### src/acir_pkg.sv
// shared types, timing constants and frame builder for the ir frame timing encoder
package acir_pkg;

    // frame layout
    localparam int NUM_BYTES     = 18;
    localparam int FRAME_BITS    = NUM_BYTES * 8;
    localparam int FRAME_ENTRIES = 2 + FRAME_BITS * 2 + 2;
    localparam int K_W           = $clog2(FRAME_ENTRIES);
    localparam int BIT_W         = $clog2(FRAME_BITS);
    localparam int DEF_REPEATS   = 2;

    // durations in microseconds
    localparam int DUR_W = 14;
    localparam logic [DUR_W-1:0] T_HDR_MARK   = 14'd3400;
    localparam logic [DUR_W-1:0] T_HDR_SPACE  = 14'd1750;
    localparam logic [DUR_W-1:0] T_BIT_MARK   = 14'd450;
    localparam logic [DUR_W-1:0] T_ONE_SPACE  = 14'd1300;
    localparam logic [DUR_W-1:0] T_ZERO_SPACE = 14'd420;
    localparam logic [DUR_W-1:0] T_FTR_MARK   = 14'd440;
    localparam logic [DUR_W-1:0] T_FTR_SPACE  = 14'd15500;

    // fixed signature bytes
    localparam logic [7:0] SIG_B0  = 8'h23;
    localparam logic [7:0] SIG_B1  = 8'hCB;
    localparam logic [7:0] SIG_B2  = 8'h26;
    localparam logic [7:0] SIG_B3  = 8'h01;
    localparam logic [7:0] SIG_B4  = 8'h00;
    localparam logic [7:0] SIG_B10 = 8'h67;
    localparam logic [7:0] SIG_SUM = 8'(SIG_B0 + SIG_B1 + SIG_B2 + SIG_B3 + SIG_B4 + SIG_B10);

    // per-mode extra byte values
    localparam logic [7:0] EXTRA_AUTO = 8'h30;
    localparam logic [7:0] EXTRA_COOL = 8'h36;
    localparam logic [7:0] EXTRA_DRY  = 8'h32;
    localparam logic [7:0] EXTRA_FAN  = 8'h37;

    // temperature limits
    localparam logic [5:0] TEMP_MIN = 6'd16;
    localparam logic [5:0] TEMP_MAX = 6'd31;

    // operating modes
    typedef enum logic [2:0] {
        MODE_AUTO = 3'd0,
        MODE_COOL = 3'd1,
        MODE_DRY  = 3'd2,
        MODE_HEAT = 3'd3,
        MODE_FAN  = 3'd4
    } hvac_mode_t;

    // register indexes
    typedef enum logic [2:0] {
        REG_POWER = 3'd0,
        REG_MODE  = 3'd1,
        REG_TEMP  = 3'd2,
        REG_FAN   = 3'd3,
        REG_SWING = 3'd4
    } reg_idx_t;

    localparam int ADDR_W = 5;

    typedef struct packed {
        logic       power_on;
        logic [2:0] hvac_mode;
        logic [5:0] set_temp_c;
        logic [1:0] fan_speed;
        logic       swing_on;
    } cfg_t;

    typedef enum logic [2:0] {
        KIND_HDR_MARK  = 3'd0,
        KIND_HDR_SPACE = 3'd1,
        KIND_BIT_MARK  = 3'd2,
        KIND_BIT_SPACE = 3'd3,
        KIND_FTR_MARK  = 3'd4,
        KIND_FTR_SPACE = 3'd5
    } entry_kind_t;

    // one classified entry on its way from front to back
    typedef struct packed {
        entry_kind_t      kind;
        logic [BIT_W-1:0] bit_idx;
        logic             last;
    } entry_t;

    function automatic logic [2:0] mode_code(input logic [2:0] mode);
        logic [2:0] code;
        code = 3'd4;
        unique case (mode)
            MODE_COOL: code = 3'd3;
            MODE_DRY:  code = 3'd2;
            MODE_HEAT: code = 3'd1;
            MODE_FAN:  code = 3'd7;
            default:   code = 3'd4;
        endcase
        return code;
    endfunction

    function automatic logic [7:0] mode_extra(input logic [2:0] mode);
        logic [7:0] extra;
        extra = EXTRA_AUTO;
        unique case (mode)
            MODE_COOL: extra = EXTRA_COOL;
            MODE_DRY:  extra = EXTRA_DRY;
            MODE_FAN:  extra = EXTRA_FAN;
            default:   extra = EXTRA_AUTO;
        endcase
        return extra;
    endfunction

    // whole frame, byte i at bits [8i+7:8i] so bit n goes out n-th
    function automatic logic [FRAME_BITS-1:0] build_frame(input cfg_t cfg);
        logic [7:0] b5;
        logic [7:0] b6;
        logic [7:0] b7;
        logic [7:0] b8;
        logic [7:0] b9;
        logic [7:0] sum;
        logic [3:0] t4;
        if (cfg.set_temp_c < TEMP_MIN) begin
            t4 = 4'd0;
        end else if (cfg.set_temp_c > TEMP_MAX) begin
            t4 = 4'd15;
        end else begin
            t4 = 4'(cfg.set_temp_c - TEMP_MIN);
        end
        b5  = {2'b00, cfg.power_on, 5'b00000};
        b6  = {2'b00, mode_code(cfg.hvac_mode), 3'b000};
        b7  = {4'b0000, t4};
        b8  = mode_extra(cfg.hvac_mode);
        b9  = {(cfg.fan_speed == 2'd0), 1'b0, {3{cfg.swing_on}}, 1'b0, cfg.fan_speed};
        sum = 8'(SIG_SUM + b5 + b6 + b7 + b8 + b9);
        return {sum, 48'h0, SIG_B10, b9, b8, b7, b6, b5,
                SIG_B4, SIG_B3, SIG_B2, SIG_B1, SIG_B0};
    endfunction

endpackage

### src/acir_front.sv
// front end: takes pull beats, tracks the entry position and classifies each entry
module acir_front
    import acir_pkg::*;
#(
    parameter int FRAME_REPEATS = DEF_REPEATS
) (
    input  logic   clk,
    input  logic   rst_n,
    input  logic   in_valid,
    output logic   in_stall,
    input  logic   restart,
    input  logic   q_full,
    output logic   q_push,
    output entry_t q_entry
);

    localparam int REP_W = (FRAME_REPEATS > 1) ? $clog2(FRAME_REPEATS) : 1;
    localparam logic [K_W-1:0]   K_LAST   = K_W'(FRAME_ENTRIES - 1);
    localparam logic [K_W-1:0]   K_FTR_MK = K_W'(FRAME_ENTRIES - 2);
    localparam logic [REP_W-1:0] REP_LAST = REP_W'(FRAME_REPEATS - 1);

    logic [K_W-1:0]   k_reg;
    logic [K_W-1:0]   k_next;
    logic [REP_W-1:0] rep_reg;
    logic [REP_W-1:0] rep_next;
    logic [K_W-1:0]   cur_k;
    logic [REP_W-1:0] cur_rep;
    logic [K_W-1:0]   k_off;
    logic             cur_last;

    assign in_stall = q_full;
    assign q_push   = in_valid && !q_full;

    // position used for this beat, restart taking effect first
    assign cur_k    = restart ? '0 : k_reg;
    assign cur_rep  = restart ? '0 : rep_reg;
    assign cur_last = (cur_k == K_LAST) && (cur_rep == REP_LAST);
    assign k_off    = cur_k - K_W'(2);

    // classify the entry
    always_comb
    begin
        q_entry.bit_idx = k_off[BIT_W:1];
        q_entry.last    = cur_last;
        priority if (cur_k == '0)
        begin
            q_entry.kind = KIND_HDR_MARK;
        end
        else if (cur_k == K_W'(1))
        begin
            q_entry.kind = KIND_HDR_SPACE;
        end
        else if (cur_k == K_FTR_MK)
        begin
            q_entry.kind = KIND_FTR_MARK;
        end
        else if (cur_k == K_LAST)
        begin
            q_entry.kind = KIND_FTR_SPACE;
        end
        else if (!cur_k[0])
        begin
            q_entry.kind = KIND_BIT_MARK;
        end
        else
        begin
            q_entry.kind = KIND_BIT_SPACE;
        end
    end

    // advance the position, wrapping after the last entry
    always_comb
    begin
        k_next   = k_reg;
        rep_next = rep_reg;
        if (q_push)
        begin
            if (cur_k == K_LAST)
            begin
                k_next   = '0;
                rep_next = cur_last ? '0 : REP_W'(cur_rep + 1'b1);
            end
            else
            begin
                k_next   = K_W'(cur_k + 1'b1);
                rep_next = cur_rep;
            end
        end
    end

    always_ff @(posedge clk or negedge rst_n)
    begin
        if (!rst_n)
        begin
            k_reg   <= '0;
            rep_reg <= '0;
        end
        else
        begin
            k_reg   <= k_next;
            rep_reg <= rep_next;
        end
    end

`ifndef NO_ASSERTIONS
    a_k_range: assert property (@(posedge clk) disable iff (!rst_n) k_reg <= K_LAST)
        else $error("entry position past end of frame");
    a_rep_range: assert property (@(posedge clk) disable iff (!rst_n) rep_reg <= REP_LAST)
        else $error("repeat count past last frame");
    a_wrap: assert property (@(posedge clk) disable iff (!rst_n)
        (q_push && q_entry.last) |=> (k_reg == '0 && rep_reg == '0))
        else $error("position did not wrap after last entry");
`endif

endmodule

### src/acir_queue.sv
// two-entry queue between the classifying front and the timing back end
module acir_queue
    import acir_pkg::*;
(
    input  logic   clk,
    input  logic   rst_n,
    input  logic   push,
    input  entry_t push_entry,
    output logic   full,
    input  logic   pop,
    output logic   head_valid,
    output entry_t head
);

    localparam int DEPTH = 2;

    entry_t     slot_reg [DEPTH];
    logic       wr_ptr_reg;
    logic       wr_ptr_next;
    logic       rd_ptr_reg;
    logic       rd_ptr_next;
    logic [1:0] count_reg;
    logic [1:0] count_next;

    assign full       = (count_reg == 2'(DEPTH));
    assign head_valid = (count_reg != 2'd0);
    assign head       = slot_reg[rd_ptr_reg];

    // pointer and fill count update
    always_comb
    begin
        wr_ptr_next = push ? !wr_ptr_reg : wr_ptr_reg;
        rd_ptr_next = pop ? !rd_ptr_reg : rd_ptr_reg;
        count_next  = 2'(count_reg + {1'b0, push} - {1'b0, pop});
    end

    always_ff @(posedge clk or negedge rst_n)
    begin
        if (!rst_n)
        begin
            wr_ptr_reg <= 1'b0;
            rd_ptr_reg <= 1'b0;
            count_reg  <= 2'd0;
        end
        else
        begin
            wr_ptr_reg <= wr_ptr_next;
            rd_ptr_reg <= rd_ptr_next;
            count_reg  <= count_next;
        end
    end

    // entry storage
    always_ff @(posedge clk)
    begin
        if (push)
        begin
            slot_reg[wr_ptr_reg] <= push_entry;
        end
    end

`ifndef NO_ASSERTIONS
    a_count_max: assert property (@(posedge clk) disable iff (!rst_n) count_reg <= 2'(DEPTH))
        else $error("queue overfilled");
    a_pop_nonempty: assert property (@(posedge clk) disable iff (!rst_n) pop |-> head_valid)
        else $error("pop from empty queue");
    a_count_track: assert property (@(posedge clk) disable iff (!rst_n)
        1'b1 |=> (count_reg == 2'($past(count_reg) + $past(push) - $past(pop))))
        else $error("queue count out of step with push and pop");
`endif

endmodule

### src/acir_back.sv
// back end: turns classified entries into durations and holds the result beat
module acir_back
    import acir_pkg::*;
(
    input  logic             clk,
    input  logic             rst_n,
    input  cfg_t             cfg,
    input  logic             head_valid,
    input  entry_t           head,
    output logic             pop,
    output logic             out_valid,
    input  logic             out_stall,
    output logic [DUR_W-1:0] duration_us,
    output logic             is_mark,
    output logic             last
);

    logic [FRAME_BITS-1:0] frame;
    logic [DUR_W-1:0]      dur;
    logic                  mark;
    logic                  out_valid_reg;
    logic                  out_valid_next;
    logic [DUR_W-1:0]      duration_reg;
    logic                  is_mark_reg;
    logic                  last_reg;

    assign frame = build_frame(cfg);

    // duration lookup
    always_comb
    begin
        unique case (head.kind)
            KIND_HDR_MARK:  begin dur = T_HDR_MARK;  mark = 1'b1; end
            KIND_HDR_SPACE: begin dur = T_HDR_SPACE; mark = 1'b0; end
            KIND_BIT_MARK:  begin dur = T_BIT_MARK;  mark = 1'b1; end
            KIND_BIT_SPACE:
            begin
                dur  = frame[head.bit_idx] ? T_ONE_SPACE : T_ZERO_SPACE;
                mark = 1'b0;
            end
            KIND_FTR_MARK:  begin dur = T_FTR_MARK;  mark = 1'b1; end
            KIND_FTR_SPACE: begin dur = T_FTR_SPACE; mark = 1'b0; end
            default:        begin dur = T_FTR_SPACE; mark = 1'b0; end
        endcase
    end

    // load the output register when it is empty or being taken
    assign pop            = head_valid && (!out_valid_reg || !out_stall);
    assign out_valid_next = pop || (out_valid_reg && out_stall);

    always_ff @(posedge clk or negedge rst_n)
    begin
        if (!rst_n)
        begin
            out_valid_reg <= 1'b0;
        end
        else
        begin
            out_valid_reg <= out_valid_next;
        end
    end

    always_ff @(posedge clk)
    begin
        if (pop)
        begin
            duration_reg <= dur;
            is_mark_reg  <= mark;
            last_reg     <= head.last;
        end
    end

    assign out_valid   = out_valid_reg;
    assign duration_us = duration_reg;
    assign is_mark     = is_mark_reg;
    assign last        = last_reg;

endmodule

### src/ac_ir_frame_timing_encoder_top.sv
// top level of the ir frame timing encoder: config registers, front, queue and back end
// an accepted pull is classified, stored in the queue, then popped into the output register
// throughput: one entry per cycle while out_stall is low; a stalled output holds the queue
// a transmission is 292 entries per frame times FRAME_REPEATS, then wraps to the first entry
// reset: position to first entry, queue and output empty, settings off/auto/24 C/auto/fixed
module ac_ir_frame_timing_encoder_top
    import acir_pkg::*;
#(
    parameter int FRAME_REPEATS = DEF_REPEATS
) (
    input  logic              clk,
    input  logic              rst_n,
    input  logic              psel,
    input  logic              penable,
    input  logic              pwrite,
    input  logic [ADDR_W-1:0] paddr,
    input  logic [31:0]       pwdata,
    output logic [31:0]       prdata,
    output logic              pready,
    input  logic              in_valid,
    output logic              in_stall,
    input  logic              restart,
    output logic              out_valid,
    input  logic              out_stall,
    output logic [DUR_W-1:0]  duration_us,
    output logic              is_mark,
    output logic              last
);

    cfg_t     cfg_reg;
    cfg_t     cfg_next;
    reg_idx_t reg_idx;
    logic     wr_en;
    logic     q_push;
    logic     q_full;
    logic     q_pop;
    logic     q_head_valid;
    entry_t   q_in;
    entry_t   q_head;

    assign pready  = 1'b1;
    assign wr_en   = psel && penable && pwrite;
    assign reg_idx = reg_idx_t'(paddr[ADDR_W-1:2]);

    // register writes
    always_comb
    begin
        cfg_next = cfg_reg;
        if (wr_en)
        begin
            unique case (reg_idx)
                REG_POWER: cfg_next.power_on   = pwdata[0];
                REG_MODE:  cfg_next.hvac_mode  = pwdata[2:0];
                REG_TEMP:  cfg_next.set_temp_c = pwdata[5:0];
                REG_FAN:   cfg_next.fan_speed  = pwdata[1:0];
                REG_SWING: cfg_next.swing_on   = pwdata[0];
                default:   cfg_next = cfg_reg;
            endcase
        end
    end

    always_ff @(posedge clk or negedge rst_n)
    begin
        if (!rst_n)
        begin
            cfg_reg.power_on   <= 1'b0;
            cfg_reg.hvac_mode  <= MODE_AUTO;
            cfg_reg.set_temp_c <= 6'd24;
            cfg_reg.fan_speed  <= 2'd0;
            cfg_reg.swing_on   <= 1'b0;
        end
        else
        begin
            cfg_reg <= cfg_next;
        end
    end

    // register reads
    always_comb
    begin
        unique case (reg_idx)
            REG_POWER: prdata = {31'd0, cfg_reg.power_on};
            REG_MODE:  prdata = {29'd0, cfg_reg.hvac_mode};
            REG_TEMP:  prdata = {26'd0, cfg_reg.set_temp_c};
            REG_FAN:   prdata = {30'd0, cfg_reg.fan_speed};
            REG_SWING: prdata = {31'd0, cfg_reg.swing_on};
            default:   prdata = 32'd0;
        endcase
    end

    acir_front #(
        .FRAME_REPEATS (FRAME_REPEATS)
    ) u_front (
        .clk      (clk),
        .rst_n    (rst_n),
        .in_valid (in_valid),
        .in_stall (in_stall),
        .restart  (restart),
        .q_full   (q_full),
        .q_push   (q_push),
        .q_entry  (q_in)
    );

    acir_queue u_queue (
        .clk        (clk),
        .rst_n      (rst_n),
        .push       (q_push),
        .push_entry (q_in),
        .full       (q_full),
        .pop        (q_pop),
        .head_valid (q_head_valid),
        .head       (q_head)
    );

    acir_back u_back (
        .clk         (clk),
        .rst_n       (rst_n),
        .cfg         (cfg_reg),
        .head_valid  (q_head_valid),
        .head        (q_head),
        .pop         (q_pop),
        .out_valid   (out_valid),
        .out_stall   (out_stall),
        .duration_us (duration_us),
        .is_mark     (is_mark),
        .last        (last)
    );

endmodule

### config.mk
export PLATFORM = sky130hd
export DESIGN_NAME = ac_ir_frame_timing_encoder_top
export DESIGN_NICKNAME = d
export VERILOG_FILES = /design/src/acir_pkg.sv /design/src/acir_front.sv /design/src/acir_queue.sv /design/src/acir_back.sv /design/src/ac_ir_frame_timing_encoder_top.sv
export SDC_FILE = /design/constraint.sdc
export NUM_CORES = 1
export LEC_CHECK = 0
export BUFFER_PORTS_ARGS = -buffer_cell sky130_fd_sc_hd__buf_4
export CAP_MARGIN = 20
export CORE_ASPECT_RATIO = 0.8
export CORE_MARGIN = 3
export CORE_UTILIZATION = 55
export DETAILED_ROUTE_END_ITERATION = 7
export PLACE_DENSITY = 0.81
export SETUP_SLACK_MARGIN = 0.02
export SYNTH_ARGS = -nofsm -noshare
export SYNTH_HDL_FRONTEND = slang
export SYNTH_SLANG_ARGS = --single-unit
### constraint.sdc
create_clock -name clk -period 4.9 [get_ports clk]
set_clock_uncertainty 0.15 [all_clocks]
set_input_delay 0.49 -clock clk [delete_from_list [all_inputs] [get_ports clk]]
set_output_delay 0.49 -clock clk [all_outputs]
set_load 0.05 [all_outputs]
==> results.tsv, run 1 <==
metric	value	unit
status	finished clean	
CORE AREA	0.00760	mm2
worst skew pair latency	340	ps
first-pass GRT wire length	14.7	mm
fin. max-slew vios	0	
metal1 wirelength	3.91	mm
Area Growth Syn to Fin	11.7	%
Leak Pwr	0.00218	uW
total chip power	3020	uW
GRT Residual Overflow	0	
total CTS buffers	9	
Arr. time, crit path	4280	ps
DRC viols	0	
#FFs+latches synth	66	
fraction of layout cells with a size suffix above 1	18.4	%
total wire length	8.92	mm
Crit Path Category	register to register	
Fill cells	592	
Placed Area	0.00467	mm2
RSZ-0062 raised after global routing	no	
crit path max fanout	11	
ordered cell list for the critical path	or3b_1, and2_1, ha_1, fa_1, inv_1, ha_1, a211oi_1, nor2_1, a21o_1, a21oi_1, o221ai_1, a221oi_1, o311ai_1	
GP Congestion	0.902	
Root Buffer Master	clkbuf_8	
register area	0.00184	mm2
Slew @ Worst Pin	836	ps
die height	86.3	um
largest net degree at the start of global routing	37	
Initial Util	58.3	%
max_cap viols	0	
met3 WL post-DR	717	um
share of the synthesized area in the top cell type	25.8	%
row cnt	28	
vias per cell	5.68	
met2 WL post-DR	4.18	mm
DR top layer	met4	
Die Width	106	um
clock buffer depth	2	
EDFF count, synth	38	
final instance area	0.00495	mm2
Port-buffer cells	39	
CTS tree	built	
synth warn	0	
Synth Flop Type	edfxtp_1	
Fin Setup TNS	0	ps
vias post-DR	3367	
synthesized area	0.00443	mm2
Power Density	611	mW/mm2
cell taking the most area after synthesis	edfxtp_1	
final core occ	65.1	%
most frequent CP cell	ha_1	
worst endpoint required time	4810	ps
die area	0.00917	mm2
dpl hpwl	6.67	mm
drt pass-1 iters	5	
fmax	229	MHz
Crit. End Element	register	
Peak VDD IR	0.314	mV
Final nets	558	
worst min path class	primary input to register	
initial antenna violation count	0	
Slew HR	44.2	%
footprint of the multi-input gates	0.00228	mm2
minimum clock period	4370	ps
most common cell in the netlist	nand2_1	
I/O pins	96	
Final Cycle Share	89.2	%
synthesized area per cell	9.93	um2
Worst-path clk slew	70	ps
synth top area cells	edfxtp_1 26%, dfrtp_1 15%, ha_1 7.1%	
Hold Vio Cnt, Final	0	
top cells by count, synth	40 x nand2_1, 38 x edfxtp_1, 30 x nor2_1	
async set-reset flop share out of synthesis	42.4	%
Startpoint Class	register	
drt wl/cell	15.0	um
max FFs per register	24	
slowest CP cell	fa_1	
register area share after synthesis	41.6	%
H-tree Lvls	3	
diodes inserted	0	
DRT iter0 DRCs	226	
CP peak stage delay	580	ps
Antenna Nets Post-Route	0	
# clock sinks	66	
GRT Overall Usage	20.2	%
synth unique cells	65	
setup repair bufs after CTS	0	
Setup Viol. Count Final	0	
vias in the first global route	3098	
cells resized by post-CTS repair	0	
Mapped Cells	446	
[layout by cell type (no fill, tap or decap), types with 4 or more instances in the layout]
| master | n |
|---|---|
| a211oi_1 | 5 |
| a21o_1 | 7 |
| a21oi_1 | 23 |
| a31oi_1 | 5 |
| and3_1 | 7 |
| buf_4 | 42 |
| clkbuf_8 | 10 |
| conb_1 | 28 |
| dfrtp_1 | 26 |
| edfxtp_1 | 38 |
| fa_1 | 5 |
| ha_1 | 25 |
| inv_1 | 27 |
| mux2_2 | 20 |
| mux2i_1 | 9 |
| nand2_1 | 40 |
| nand2b_1 | 9 |
| nand3_1 | 12 |
| nand3b_1 | 4 |
| nand4_1 | 4 |
| nor2_1 | 30 |
| nor2b_1 | 7 |
| nor3_1 | 6 |
| nor4_1 | 5 |
| o21ai_0 | 26 |
| xnor2_1 | 9 |
[worst paths after layout]
path / start / endpoint / slack, ps / depth (start not counted)
setup / recovery: cfg_reg[11] / u_back.duration_us[7] / 530 / 13
hold / removal: out_stall / u_back.out_valid / 210 / 3
setup reg to reg: cfg_reg[11] / u_back.duration_us[7] / 530 / 13
hold reg to reg: u_front.rep_reg / u_front.rep_reg / 320 / 2
max in group asynchronous: rst_n / cfg_reg[6] / 3840 / 2
min in group asynchronous: rst_n / cfg_reg[5] / 460 / 2
[power breakdown]
part           switching [uW]  leakage [uW]  internal, uW
sequential                107      0.000697           808
combinational             992       0.00136           574
clock                     208      0.000125           333
[metal layers]
metal  global-route usage, %  vias to the layer above
met2                    31.1                      160
li1                        -                     1616
met5                       0                        -
met3                    5.66                       12
met1                    28.3                     1579
met4                    5.88                        0
[what timing repair did]
item	in CTS	in global routing
endpoints found under the setup margin	0	0
endpoints found under the hold margin	26	0
hold buffers	1	0
[final cells by class]
cell class | count | share of cell area [%]
Tap cell | 105 | 2.66
Clock buffer | 11 | 3.29
Clock inverter | 5 | 1.67
Timing Repair Buffer | 44 | 6.80
Inverter | 30 | 2.28
Sequential cell | 66 | 37.3
Multi-Input combinational cell | 332 | 46.0
[kinds of logic (layout without fill, tap and decap cells)]
logic type      Yosys count  count (layout)  share of synthesized area, %
other cells               2              28                         0.170
xor+xnor                 10              10                          1.98
fa+ha+maj                30              30                          9.32
flops                    66              66                          41.6
compound gates           92              92                          13.2
simple gates            139             139                          15.7
buf+inv                  74              90                          9.18
mux                      33              33                          8.78
[through the flow]
step | setup WS, ps | hold WS, ps | instances
floorplan | 1020 | 44.4 | 472
global placement | 697 | 281 | 574
detailed placement | 528 | 287 | 574
CTS | 499 | 189 | 591
global route | 330 | 202 | 593
finish | 528 | 206 | 593
[critical path: cells and delay by family, from the launching register on]
family	cells	cell delay, ps
buf+inv	1	60
simple gates	3	730
fa+ha+maj	3	1160
compound gates	6	1490
flops	1	510
No activity file was read; power rests on OpenSTA's default activity.
==> run 2: changes to the inputs <==
--- a/config.mk
+++ b/config.mk
@@ -9,9 +9,9 @@
 export CAP_MARGIN = 20
 export CORE_ASPECT_RATIO = 0.8
 export CORE_MARGIN = 3
-export CORE_UTILIZATION = 55
+export CORE_UTILIZATION = 50
 export DETAILED_ROUTE_END_ITERATION = 7
-export PLACE_DENSITY = 0.81
+export PLACE_DENSITY = 0.77
 export SETUP_SLACK_MARGIN = 0.02
 export SYNTH_ARGS = -nofsm -noshare
 export SYNTH_HDL_FRONTEND = slang
==> constraint.sdc (replaced) <==
create_clock -name clk -period 3.85 [get_ports clk]
set_clock_uncertainty 0.15 [all_clocks]
set_input_delay 0.385 -clock clk [delete_from_list [all_inputs] [get_ports clk]]
set_output_delay 0.385 -clock clk [all_outputs]
set_load 0.05 [all_outputs]
==> results.tsv, run 2 (same netlist as run 1, synthesis figures left out) <==
metric	value	unit
Area Growth Syn to Fin	14.4	%
Slew @ Worst Pin	931	ps
Clk pwr share	17.4	%
Peak VDD IR	0.479	mV
Startpoint Class	register	
most frequent cells in the layout	50 x buf_4, 40 x nand2_1, 38 x edfxtp_1	
first-pass GRT wire length	15.4	mm
DRC viols	0	
# clock sinks	66	
GRT Overall Usage	18.6	%
Cell Count, Final, Fillers Out	607	
total chip power	4030	uW
GRT Residual Overflow	0	
Slew HR	37.7	%
die area	0.0100	mm2
max FFs per register	24	
Placed Area	0.00474	mm2
P_sw	1750	uW
minimum clock period	3730	ps
fmax	268	MHz
register area	0.00184	mm2
dpl hpwl	6.64	mm
worst skew pair latency	360	ps
Fill cells	745	
footprint of the multi-input gates	0.00234	mm2
vias post-DR	3409	
Port-buffer cells	39	
row cnt	30	
diodes inserted	0	
vias in the first global route	3244	
Leak Pwr	0.00222	uW
Antenna Nets Post-Route	0	
GRT Max-Usage Layer	met2	
Crit Path Category	register to register	
die height	90.2	um
drt pass-1 iters	5	
total wire length	9.21	mm
clock buffer depth	2	
CORE AREA	0.00856	mm2
largest net degree at the start of global routing	31	
Root Buffer Master	clkbuf_8	
Arr. time, crit path	3660	ps
Crit. End Element	register	
worst endpoint required time	3780	ps
H-tree Lvls	3	
Comb pwr share	53.5	%
Power Density	795	mW/mm2
commonest non-fill, non-tap cell in the layout	buf_4	
crit path max fanout	4	
GP Congestion	0.878	
vias per cell	5.62	
total CTS buffers	9	
Hold Vio Cnt, Final	0	
met2 Usage GRT	29.9	%
DRT iter0 DRCs	220	
max_cap viols	0	
Final Cycle Share	97.0	%
grt met3 use	4.58	%
Final nets	565	
I/O pins	96	
RSZ-0062 raised after global routing	no	
met1 Track Usage GR	25.7	%
initial antenna violation count	0	
Switching Share	43.4	%
fin. max-slew vios	0	
worst min path class	primary input to register	
Worst-path clk slew	80	ps
Initial Util	51.8	%
CTS tree	built	
Reg power frac	29.0	%
Setup Viol. Count Final	0	
Int Pwr	2280	uW
final instance area	0.00507	mm2
drt wl/cell	15.2	um
Die Width	111	um
placed insts	588	
fraction of layout cells with a size suffix above 1	22.0	%
status	finished clean	
final core occ	59.2	%
run 2: changes by cell type in the layout (fill, tap and decap cells not counted), moves of 2 or more:
cell,before,now
clkinvlp_4,0,2
buf_4,42,50
a21oi_1,23,21
a21oi_2,0,2
xnor2_2,0,2
xnor2_1,9,7
run 2: path summary, 6_finish.rpt:
check / startpoint / end / slack [ps] / cells past startpoint
hold reg to reg: u_front.rep_reg / u_front.rep_reg / 330 / 2
max in group asynchronous: rst_n / cfg_reg[6] / 2870 / 2
hold / removal: out_stall / u_back.out_valid / 90 / 3
setup / recovery: cfg_reg[9] / u_back.duration_us[7] / 120 / 15
setup reg to reg: cfg_reg[9] / u_back.duration_us[7] / 120 / 15
min in group asynchronous: rst_n / cfg_reg[3] / 350 / 2
run 2: critical path: stages, from the launching register on:
cell	delay (ps)
dfrtp_1	390
or3b_4	400
buf_4	160
o21ai_2	80
fa_1	440
ha_1	210
ha_1	210
inv_1	80
fa_2	220
inv_1	50
a21o_1	180
a21oi_2	180
xnor2_2	130
o221ai_2	130
a221oi_2	320
o311ai_1	130
run 2: final cells by class:
class                           instances  area share, %
Clock inverter                          7           2.32
Multi-Input combinational cell        332           46.2
Inverter                               30           2.22
Timing Repair Buffer                   51           7.60
Sequential cell                        66           36.4
Tap cell                              112           2.77
Clock buffer                            9           2.44
run 2: per-layer routing:
metal / vias to the layer above / wire length (um)
met4: 0 / 55
li1: 1634 / -
met3: 7 / 506
met5: - / 0
met1: 1678 / 4230
met2: 90 / 4410
run 2: power by group through the flow:
stage	Sequential [uW]	Combinational, uW	Clock [uW]
after floorplan	1420	1330	0
after global placement	1170	1960	0
after detailed placement	1180	2020	0
after CTS	1170	2070	710
after global routing	1200	2370	752
final	1170	2160	702
run 2: stage by stage:
stage | hold slack (ps) | setup slack, ps | TNS (ps)
after global placement | 189 | 97.4 | 0
after global routing | 117 | 11.1 | 0
after detailed placement | 192 | -3.47 | -3.47
after floorplan | -60.6 | 50.1 | 0
final | 86.4 | 116 | 0
after CTS | 77.0 | 33.1 | 0
run 2: timing repair:
item                                   4_1_cts  5_1_grt
setup endpoints to repair                    1        4
endpoints found under the hold margin       26        0
buffers inserted                             1        0
hold buffers                                 1        0
pin swaps                                    4       12
gates resized for setup                      2       10
==> run 3: changes to the inputs <==
--- a/config.mk
+++ b/config.mk
@@ -6,12 +6,11 @@
 export NUM_CORES = 1
 export LEC_CHECK = 0
 export BUFFER_PORTS_ARGS = -buffer_cell sky130_fd_sc_hd__buf_4
-export CAP_MARGIN = 20
+export CAP_MARGIN = 30
 export CORE_ASPECT_RATIO = 0.8
 export CORE_MARGIN = 3
-export CORE_UTILIZATION = 50
+export CORE_UTILIZATION = 40
 export DETAILED_ROUTE_END_ITERATION = 7
-export PLACE_DENSITY = 0.77
 export SETUP_SLACK_MARGIN = 0.02
 export SYNTH_ARGS = -nofsm -noshare
 export SYNTH_HDL_FRONTEND = slang
==> constraint.sdc (replaced) <==
create_clock -name clk -period 3.85 [get_ports clk]
set_clock_uncertainty 0.15 [all_clocks]
set_input_delay 0 -clock clk [delete_from_list [all_inputs] [get_ports clk]]
set_output_delay 0 -clock clk [all_outputs]
set_load 0.05 [all_outputs]
==> results.tsv, run 3 (same netlist as run 1, synthesis figures left out) <==
metric	value	unit
status	finished clean	
fmax	271	MHz
DRC viols	0	
footprint of the multi-input gates	0.00234	mm2
Area Growth Syn to Fin	20.6	%
Hold Vio Cnt, Final	0	
RSZ-0062 raised after global routing	no	
row cnt	33	
commonest non-fill, non-tap cell in the layout	buf_4	
I/O pins	96	
GRT Overall Usage	16.5	%
worst skew pair latency	330	ps
total chip power	4080	uW
Slew @ Worst Pin	890	ps
die height	100	um
CTS tree	built	
crit path max fanout	4	
H-tree Lvls	3	
dpl hpwl	7.02	mm
first-pass GRT wire length	16.0	mm
dpl ws	32.0	ps
fraction of layout cells with a size suffix above 1	22.1	%
most frequent cells in the layout	53 x buf_4, 40 x nand2_1, 38 x edfxtp_1	
drt wl/cell	14.7	um
Slew HR	40.5	%
initial antenna violation count	0	
largest net degree at the start of global routing	32	
register area	0.00184	mm2
Die Width	124	um
DRT iter0 DRCs	249	
max_cap viols	0	
Port-buffer cells	39	
diodes inserted	0	
Final nets	585	
worst min path class	primary input to register	
Worst-path clk slew	60	ps
fin. max-slew vios	0	
Arr. time, crit path	3600	ps
total CTS buffers	9	
minimum clock period	3690	ps
final instance area	0.00534	mm2
Setup Viol. Count Final	0	
# clock sinks	66	
Crit. End Element	register	
worst endpoint required time	3760	ps
total wire length	9.65	mm
CORE AREA	0.0105	mm2
GP Congestion	0.837	
Initial Util	42.1	%
Fill cells	989	
die area	0.0124	mm2
clock buffer depth	2	
Antenna Nets Post-Route	0	
Crit Path Category	register to register	
final worst slack	164	ps
Power Density	764	mW/mm2
max FFs per register	24	
vias per cell	5.18	
Startpoint Class	register	
Fin Setup TNS	0	ps
vias in the first global route	3202	
Root Buffer Master	clkbuf_16	
Leak Pwr	0.00232	uW
Placed Area	0.00481	mm2
GRT Residual Overflow	0	
Peak VDD IR	0.280	mV
Final Cycle Share	95.7	%
drt pass-1 iters	4	
vias post-DR	3390	
run 3: layout make-up:
cell class	instances	share of cell area, %
multi-input cells	332	43.8
clock buffers	10	4.47
inverters	30	2.11
flip-flops and latches	66	34.5
well taps	140	3.28
repair buffers	71	11.0
clock inverters	6	0.796
run 3: layer usage:
| metal | vias to the layer above | track usage (%) | wire length (um) |
|---|---|---|---|
| li1 | 1673 | - | - |
| met1 | 1643 | 23.8 | 4840 |
| met2 | 70 | 24.5 | 4340 |
| met3 | 4 | 4.23 | 411 |
| met4 | 0 | 4.60 | 55 |
| met5 | - | 0 | 0 |
run 3: repair_timing:
action	CTS	global route
hold buffers	18	0
setup buffers	0	1
pin swaps	2	12
endpoints found under the hold margin	49	0
gates resized for setup	3	10
endpoints found under the setup margin	1	4
run 3: path summary, 6_finish.rpt:
path	from	end	slack (ps)	cells after the start
min	penable	cfg_reg[12]	80	4
min in group asynchronous	rst_n	u_front.k_reg[2]	460	3
min reg2reg	u_front.rep_reg	u_front.rep_reg	320	2
max	cfg_reg[11]	u_back.duration_us[5]	160	15
max in group asynchronous	rst_n	u_front.k_reg[1]	2740	4
max reg2reg	cfg_reg[11]	u_back.duration_us[5]	160	15
run 3: worst max-delay path: stages (launching register included):
cell and delay [ps]:
dfrtp_1 380, or3b_4 390, buf_4 150, o21ai_2 70
fa_1 440, ha_1 220, ha_1 220, inv_2 70
fa_2 200, inv_1 40, a21o_1 180, a21oi_2 150
xnor2_1 150, o221ai_2 130, a221oi_2 350, o31ai_1 120
run 3: power breakdown:
group	internal (uW)	total [uW]	leakage, uW	switching (uW)
Combinational	833	2160	0.00149	1330
Sequential	1030	1160	0.000697	135
Clock	452	756	0.000134	304
Total	2310	4080	0.00232	1770
run 3: through the flow:
step / hold WS, ps / cells / util (%)
6_report: 78.2 / 655 / 50.7
5_1_grt: 97.7 / 655 / 50.7
4_1_cts: 54.4 / 654 / 50.2
3_5_place_dp: -201 / 620 / 45.7
3_3_place_gp: -194 / 620 / 45.7
2_1_floorplan: -446 / 472 / -
